`config.mk`:
```
export PLATFORM = sky130hd
export DESIGN_NAME = client_address_table
export DESIGN_NICKNAME = d
export VERILOG_FILES = /design/src/rtl/core/cat_pkg.sv /design/src/rtl/core/cat_cell.sv /design/src/rtl/core/client_address_table.sv
export SDC_FILE = /design/constraint.sdc
export NUM_CORES = 2
export LEC_CHECK = 0
export BUFFER_PORTS_ARGS = -buffer_cell sky130_fd_sc_hd__buf_2
export CAP_MARGIN = 5
export CELL_PAD_IN_SITES_DETAIL_PLACEMENT = 2
export CELL_PAD_IN_SITES_GLOBAL_PLACEMENT = 2
export CORE_ASPECT_RATIO = 1.75
export CORE_MARGIN = 5
export CORE_UTILIZATION = 35
export CTS_BUF_LIST = sky130_fd_sc_hd__clkbuf_2
export DETAILED_ROUTE_END_ITERATION = 6
export PLACE_DENSITY_LB_ADDON = 0.1
export SLEW_MARGIN = 0
export SYNTH_ARGS = -nofsm -noshare
export SYNTH_HDL_FRONTEND = slang
export SYNTH_SLANG_ARGS = --single-unit
```
`constraint.sdc`:
```
create_clock -name i_clk -period 7.95 [get_ports i_clk]
set_input_delay 1.59 -clock i_clk [delete_from_list [all_inputs] [get_ports i_clk]]
set_output_delay 1.59 -clock i_clk [all_outputs]
set_load 0.05 [all_outputs]
```
`src/rtl/core/cat_pkg.sv`:
```
`default_nettype none
// ----------------------------------------------------------------------------
// cat_pkg
// Shared types and constants for the client address table: request and
// status codes, controller states and the structs that run along the cells.
// ----------------------------------------------------------------------------
package cat_pkg;

    localparam int DEF_TABLE_SLOTS = 16;
    localparam int SLOT_W          = 6;
    localparam int IP_W            = 32;
    localparam int PORT_W          = 16;
    localparam int KEY_W           = IP_W + PORT_W;

    typedef enum logic [1:0] {
        REQ_ADD    = 2'd0,
        REQ_REMOVE = 2'd1,
        REQ_LOOKUP = 2'd2,
        REQ_LIST   = 2'd3
    } t_req;

    typedef enum logic [2:0] {
        ST_ADDED     = 3'd0,
        ST_PRESENT   = 3'd1,
        ST_FULL      = 3'd2,
        ST_REMOVED   = 3'd3,
        ST_NOT_FOUND = 3'd4,
        ST_FOUND     = 3'd5,
        ST_EMPTY     = 3'd6
    } t_status;

    typedef enum logic [1:0] {
        S_IDLE,
        S_DONE,
        S_LIST
    } t_state;

    // Running search results handed from one cell to the next
    typedef struct packed {
        logic              hit_seen;
        logic [SLOT_W-1:0] hit_slot;
        logic              free_seen;
        logic [SLOT_W-1:0] free_slot;
        logic              list_seen;
        logic              list_more;
        logic [SLOT_W-1:0] list_slot;
        logic [KEY_W-1:0]  list_key;
    } t_chain;

    // Command broadcast to every cell
    typedef struct packed {
        logic [KEY_W-1:0]  match_key;
        logic [SLOT_W-1:0] list_idx;
        logic              wr_en;
        logic              wr_clear;
        logic [SLOT_W-1:0] wr_slot;
        logic [KEY_W-1:0]  wr_key;
    } t_cell_cmd;

endpackage
`default_nettype wire

```
`src/rtl/core/cat_cell.sv`:
```
`default_nettype none
// ----------------------------------------------------------------------------
// cat_cell
// One table slot: holds a key and its valid mark, compares against the
// broadcast key and merges its own match, free and listing results into
// the chain passed on to the next slot.
// ----------------------------------------------------------------------------
module cat_cell #(
    parameter int SLOT_ID = 0
) (
    input  wire                i_clk,
    input  wire                i_rst_n,
    input  cat_pkg::t_cell_cmd i_cmd,
    input  cat_pkg::t_chain    i_chain,
    output cat_pkg::t_chain    o_chain
);

    localparam logic [cat_pkg::SLOT_W-1:0] MY_SLOT = cat_pkg::SLOT_W'(SLOT_ID);

    logic                      r_valid;
    logic [cat_pkg::KEY_W-1:0] r_key;

    logic match;
    logic hit_sel;
    logic free_sel;
    logic in_range;
    logic list_sel;

    // Update the slot on a write aimed at it
    always_ff @(posedge i_clk) begin
        if (!i_rst_n) begin
            r_valid <= 1'b0;
        end else if (i_cmd.wr_en && i_cmd.wr_slot == MY_SLOT) begin
            r_valid <= !i_cmd.wr_clear;
        end
    end

    always_ff @(posedge i_clk) begin
        if (i_cmd.wr_en && i_cmd.wr_slot == MY_SLOT) begin
            r_key <= i_cmd.wr_clear ? '0 : i_cmd.wr_key;
        end
    end

    // Local compare and first-come selection along the chain
    always_comb begin
        match    = r_valid && (r_key == i_cmd.match_key);
        hit_sel  = match && !i_chain.hit_seen;
        free_sel = !r_valid && !i_chain.free_seen;
        in_range = r_valid && (MY_SLOT >= i_cmd.list_idx);
        list_sel = in_range && !i_chain.list_seen;

        o_chain.hit_seen  = i_chain.hit_seen | match;
        o_chain.hit_slot  = i_chain.hit_slot | (hit_sel ? MY_SLOT : '0);
        o_chain.free_seen = i_chain.free_seen | !r_valid;
        o_chain.free_slot = i_chain.free_slot | (free_sel ? MY_SLOT : '0);
        o_chain.list_seen = i_chain.list_seen | in_range;
        o_chain.list_more = i_chain.list_more | (in_range && i_chain.list_seen);
        o_chain.list_slot = i_chain.list_slot | (list_sel ? MY_SLOT : '0);
        o_chain.list_key  = i_chain.list_key | (list_sel ? r_key : '0);
    end

endmodule
`default_nettype wire

```
`src/rtl/core/client_address_table.sv`:
```
`default_nettype none
// ----------------------------------------------------------------------------
// client_address_table
// Table of endpoint keys (IPv4 address and port) built as a row of slot
// cells. Handles add, remove, lookup and listing of all valid entries.
// ----------------------------------------------------------------------------
//  Channel   Direction  tdata                               tuser        tlast
//  s_axis    in         ip[31:0] port[47:32]                req_type     -
//  m_axis    out        slot[5:0] ip[37:6] port[53:38]      status       last
//
//  Add, remove and lookup match the key against all slots through the cell
//  chain in the accept cycle; the result is issued and the table written
//  from the done state once the output register is free.
//  A listing returns one result per valid entry, or one empty reply.
//  One request is in flight at a time; a result waiting in the output
//  register does not block accepting the next request.
//  Reset clears all valid marks.
// ----------------------------------------------------------------------------
module client_address_table #(
    parameter int TABLE_SLOTS = cat_pkg::DEF_TABLE_SLOTS
) (
    input  wire         i_clk,
    input  wire         i_rst_n,
    input  wire         s_axis_tvalid,
    output logic        s_axis_tready,
    input  wire  [47:0] s_axis_tdata,   // client_ip[31:0], client_port[47:32]
    input  wire  [1:0]  s_axis_tuser,   // req_type[1:0]
    output logic        m_axis_tvalid,
    input  wire         m_axis_tready,
    output logic [55:0] m_axis_tdata,   // slot[5:0], entry_ip[37:6], entry_port[53:38]
    output logic [2:0]  m_axis_tuser,   // status[2:0]
    output logic        m_axis_tlast
);

    localparam int SW = cat_pkg::SLOT_W;
    localparam int KW = cat_pkg::KEY_W;

    cat_pkg::t_state    r_state, n_state;
    cat_pkg::t_req      r_req;
    logic [KW-1:0]      r_key;
    logic               r_hit;
    logic [SW-1:0]      r_hit_slot;
    logic               r_free;
    logic [SW-1:0]      r_free_slot;
    logic [SW-1:0]      r_idx, n_idx;

    logic               r_out_valid;
    cat_pkg::t_status   r_out_status, n_out_status;
    logic [SW-1:0]      r_out_slot, n_out_slot;
    logic [KW-1:0]      r_out_key, n_out_key;
    logic               r_out_last, n_out_last;
    logic               load_out;
    logic               out_free;
    logic               accept;
    logic [KW-1:0]      in_key;

    cat_pkg::t_cell_cmd cmd;
    cat_pkg::t_chain    links [TABLE_SLOTS+1];

    assign accept   = s_axis_tvalid && s_axis_tready;
    assign out_free = !r_out_valid || m_axis_tready;

    // Hold keys with the address in the upper bits and the port below
    assign in_key = {s_axis_tdata[cat_pkg::IP_W-1:0], s_axis_tdata[KW-1:cat_pkg::IP_W]};

    // Cell row
    assign links[0] = '0;

    for (genvar g = 0; g < TABLE_SLOTS; g++) begin : g_cell
        cat_cell #(
            .SLOT_ID (g)
        ) u_cell (
            .i_clk   (i_clk),
            .i_rst_n (i_rst_n),
            .i_cmd   (cmd),
            .i_chain (links[g]),
            .o_chain (links[g+1])
        );
    end

    // Controller state
    always_ff @(posedge i_clk) begin
        if (!i_rst_n) begin
            r_state <= cat_pkg::S_IDLE;
        end else begin
            r_state <= n_state;
        end
    end

    // Capture the request and its match results on a transaction
    always_ff @(posedge i_clk) begin
        if (accept) begin
            r_req       <= cat_pkg::t_req'(s_axis_tuser);
            r_key       <= in_key;
            r_hit       <= links[TABLE_SLOTS].hit_seen;
            r_hit_slot  <= links[TABLE_SLOTS].hit_slot;
            r_free      <= links[TABLE_SLOTS].free_seen;
            r_free_slot <= links[TABLE_SLOTS].free_slot;
        end
        r_idx <= n_idx;
    end

    // Next state, table writes and result selection
    always_comb begin
        n_state       = r_state;
        n_idx         = r_idx;
        load_out      = 1'b0;
        n_out_status  = cat_pkg::ST_NOT_FOUND;
        n_out_slot    = '0;
        n_out_key     = '0;
        n_out_last    = 1'b1;
        s_axis_tready = 1'b0;

        cmd.match_key = in_key;
        cmd.list_idx  = r_idx;
        cmd.wr_en     = 1'b0;
        cmd.wr_clear  = 1'b0;
        cmd.wr_slot   = '0;
        cmd.wr_key    = r_key;

        case (r_state)
            cat_pkg::S_IDLE: begin
                s_axis_tready = 1'b1;
                if (s_axis_tvalid) begin
                    n_idx = '0;
                    if (cat_pkg::t_req'(s_axis_tuser) == cat_pkg::REQ_LIST) begin
                        n_state = cat_pkg::S_LIST;
                    end else begin
                        n_state = cat_pkg::S_DONE;
                    end
                end
            end
            cat_pkg::S_DONE: begin
                if (out_free) begin
                    load_out = 1'b1;
                    n_state  = cat_pkg::S_IDLE;
                    case (r_req)
                        cat_pkg::REQ_ADD: begin
                            if (r_hit) begin
                                n_out_status = cat_pkg::ST_PRESENT;
                                n_out_slot   = r_hit_slot;
                                n_out_key    = r_key;
                            end else if (r_free) begin
                                n_out_status = cat_pkg::ST_ADDED;
                                n_out_slot   = r_free_slot;
                                n_out_key    = r_key;
                                cmd.wr_en    = 1'b1;
                                cmd.wr_slot  = r_free_slot;
                            end else begin
                                n_out_status = cat_pkg::ST_FULL;
                            end
                        end
                        cat_pkg::REQ_REMOVE: begin
                            if (r_hit) begin
                                n_out_status = cat_pkg::ST_REMOVED;
                                n_out_slot   = r_hit_slot;
                                n_out_key    = r_key;
                                cmd.wr_en    = 1'b1;
                                cmd.wr_clear = 1'b1;
                                cmd.wr_slot  = r_hit_slot;
                            end
                        end
                        cat_pkg::REQ_LOOKUP: begin
                            if (r_hit) begin
                                n_out_status = cat_pkg::ST_FOUND;
                                n_out_slot   = r_hit_slot;
                                n_out_key    = r_key;
                            end
                        end
                        default: begin
                            n_out_status = cat_pkg::ST_NOT_FOUND;
                        end
                    endcase
                end
            end
            cat_pkg::S_LIST: begin
                if (out_free) begin
                    load_out = 1'b1;
                    if (links[TABLE_SLOTS].list_seen) begin
                        n_out_status = cat_pkg::ST_FOUND;
                        n_out_slot   = links[TABLE_SLOTS].list_slot;
                        n_out_key    = links[TABLE_SLOTS].list_key;
                        n_out_last   = !links[TABLE_SLOTS].list_more;
                        n_idx        = links[TABLE_SLOTS].list_slot + SW'(1);
                        if (!links[TABLE_SLOTS].list_more) begin
                            n_state = cat_pkg::S_IDLE;
                        end
                    end else begin
                        // Nothing valid from the first slot on: empty table
                        n_out_status = cat_pkg::ST_EMPTY;
                        n_state      = cat_pkg::S_IDLE;
                    end
                end
            end
            default: begin
                n_state = cat_pkg::S_IDLE;
            end
        endcase
    end

    // Output register
    always_ff @(posedge i_clk) begin
        if (!i_rst_n) begin
            r_out_valid <= 1'b0;
        end else if (load_out) begin
            r_out_valid <= 1'b1;
        end else if (m_axis_tready) begin
            r_out_valid <= 1'b0;
        end
    end

    always_ff @(posedge i_clk) begin
        if (load_out) begin
            r_out_status <= n_out_status;
            r_out_slot   <= n_out_slot;
            r_out_key    <= n_out_key;
            r_out_last   <= n_out_last;
        end
    end

    assign m_axis_tvalid = r_out_valid;
    assign m_axis_tuser  = r_out_status;
    assign m_axis_tlast  = r_out_last;
    assign m_axis_tdata  = {2'b00, r_out_key[cat_pkg::PORT_W-1:0],
                            r_out_key[KW-1:cat_pkg::PORT_W], r_out_slot};

endmodule
`default_nettype wire

```
==> metrics.cfg <==
[min_path]
hold_path.class=input pin to flip-flop
hold_start=m_axis_tready
holdPathStages=3

[clocking]
cts_resized=0
clock_latency_ps=1870
cts_root_buf=clkbuf_2
cts_htree_levels=4
cts_tree=yes
clkTransAtPathRegs_ps=120
cts_sinks=908
cts_buffer_depth=3
cts_made_buffers=221

[critical_path]
reg2reg_depth=9
crit_path_start_kind=flip-flop
end_kind=flip-flop
crit_start=r_idx[1]$_SDFFCE_PN0P_
r2r_setup_slack_ps=3040
worstPathArrival_ps=6390
crit_type=flip-flop to flip-flop
worstPathRequired_ps=9440
timing.rr.start=r_idx[1]$_SDFFCE_PN0P_
crit_fanout=30

[sta]
slew-limit-headroom_pct=1.345
finalHoldViolations=0
setup_tns_ps=0
fin_crit_sh_pct=61.75
tightest_slew_ps=1468
setup_violations=0
finClkSkew_ps=150.8
rsz0062_at_grt=false
finalCriticalPeriod_ps=4909
slew_viol_final=0
fmax_mhz=203.7

[grt]
grt_pass1_wl_microns=368000
grt_max_degree=97
grt_pass1_vias=34847
grt_usage_pct=43.83
antenna_found_initial=32
overflow=0

[finish]
syn_to_final_growth_pct=11.59
multi_input_area_sq_mm=0.01499
nFillCells=12489
drive_gt1_share_pct=17.73
num-nets-final=3467
regArea_sq_mm=0.02708

[power]
p_leak_nw=15.63
p_per_area_mw_per_mm2=204.2
max-vdd-ir-drop_mv=0.1487
p_total_w=0.009786

[synth]
yosysSeqAreaShare_pct=63.03
synth-async-reset-ratio_pct=0
syn-instance-count=3167
synth.avg_cell_area_sq_um=13.56
synth_common_cells=edfxtp_1 (889), xor2_1 (419), xnor2_1 (272)
ys_ff_latch=908
synth_area_sq_mm=0.04295
synthTopCellsByArea=edfxtp_1 (62%), xor2_1 (8.5%), xnor2_1 (5.5%), a222oi_1 (2.3%), a22oi_1 (2.2%)
yosysTopAreaCell=edfxtp_1
ys.flop_type=edfxtp_1
synth-edff-count=889
yosysMostFrequentCell=edfxtp_1
ys_types=76
yosysWarningCount=0
yosys.area.top_type_share_pct=62.15

[place]
place_congestion=1.140
dp_hpwl_microns=217600
portBuffers=111

[route]
drt_iter0_drc=5206
wire_per_inst_microns=55.68
vias=34912
routed_wl_microns=291500
drc=8
drt_first_pass_iters=7
final_antenna_net_count=0
vias_per_cell=6.669

[status]
violations=design-rule violations, max-capacitance violations
status=complete, but fails checks

[die]
rows=170
die_h_microns=473.4
dieArea_sq_mm=0.1301
io_pins=116
initial_core_util_pct=35.12
core_area_sq_mm=0.1223
die_w_microns=274.8

[run]
drv_cap=1

[critical path, stage by stage, from the launching register on]
cell and delay, ps:
edfxtp_1 640, nor2_1 150, o21ai_0 690, nand3_4 360, nor3b_4 260, buf_4 660
buf_4 620, a22o_1 220, a221oi_1 100, a211oi_1 740
[placed cells by master (no fill, tap or decap), types with 22 or more instances in the layout]
master    netlist  layout
a21oi_1       123     122
a211oi_1       40      40
nor2_4          0      22
nor4_1        116     103
buf_4           7     109
buf_2         118     113
and2_1         54      54
xnor2_1       272     271
clkbuf_2        0     307
a221oi_1      101     101
a22o_1         43      43
edfxtp_1      889     889
nor2_1         72      51
a222oi_1       99      99
nor3_1         40      36
nand4_1        96      96
nand3_1        79      78
a22oi_1       124     124
diode_2         0      26
inv_1          56      56
nand2_1        98      98
clkinv_1        0      58
xor2_1        419     418
[worst paths after layout]
check,endpoint
worst max-delay path,r_out_key[21]$_DFFE_PP_
worst min register to register,g_cell[14].u_cell.r_valid$_SDFFE_PN0P_
worst min-delay path,m_axis_tvalid$_SDFFE_PN0P_
worst max register to register,r_out_key[21]$_DFFE_PP_
[through the flow]
step           cells  hold WS [ps]  util, %  instance area (sq um)  worst slack (ps)
2_1_floorplan   3170         495.5        -                  42970              3053
3_3_place_gp    4810         507.7    37.44                  45790              1816
3_5_place_dp    4814         528.5    37.47                  45830              2160
4_1_cts         5209         46.94    39.13                  47860              2941
5_1_grt         5216         125.6    39.15                  47890              2893
6_report        5235         144.2    39.19                  47930              3041
[cell type report]
| class | instances | share of cell area [%] |
|---|---|---|
| multi-input cells | 1984 | 31.28 |
| diodes | 26 | 0.1357 |
| clock buffers | 307 | 3.205 |
| repair buffers | 230 | 3.161 |
| flip-flops and latches | 908 | 56.49 |
| inverters | 60 | 0.4699 |
| clock inverters | 86 | 0.9945 |
| well taps | 1634 | 4.265 |
[sequential cells by signal (all words and copies together) (netlist names)]
register / cells
g_cell.u_cell.r_key: 768
r_key: 48
r_out_key: 48
g_cell.u_cell.r_valid: 16
r_idx: 5
r_free_slot: 4
r_hit_slot: 4
r_out_slot: 4
m_axis_tuser: 3
r_req: 2
r_state: 2
m_axis_tlast: 1
m_axis_tvalid: 1
r_free: 1
r_hit: 1
[routing by layer]
| layer | global-route usage, % | wire, microns | vias up |
|---|---|---|---|
| met2 | 70.60 | 136400 | 2595 |
| li1 | - | - | 12955 |
| met1 | 46.27 | 94120 | 18486 |
| met4 | 42.42 | 36920 | 2 |
| met5 | 0 | 16 | - |
| met3 | 10.38 | 24010 | 874 |
[where the power goes]
group	leakage [nW]	internal (W)	switching, W	total, W
combinational	5.89	0.000184	0.000851	0.00103
sequential	8.24	0.00534	0.0000511	0.00539
clock	1.50	0.00115	0.00221	0.00336
total	15.6	0.00667	0.00311	0.00979
[cell families (layout without fill, tap and decap cells)]
family	after synthesis	count (layout)	share of synthesized area, %
flip-flops	908	908	63.03
buffers and inverters	278	683	2.887
other	1	30	0.008730
adder cells (fa/ha/maj)	9	9	0.2563
multiplexers	1	1	0.02330
AND/OR/NAND/NOR	643	643	8.328
AO/OA/AOI/OAI	636	636	11.37
XOR/XNOR	691	691	14.09
[timing repair]
item                                   CTS  global route
setup buffers                            0             0
hold buffers                             2             0
endpoints found under the hold margin    3             0
Note: power is estimated with default switching activity, not from simulation.
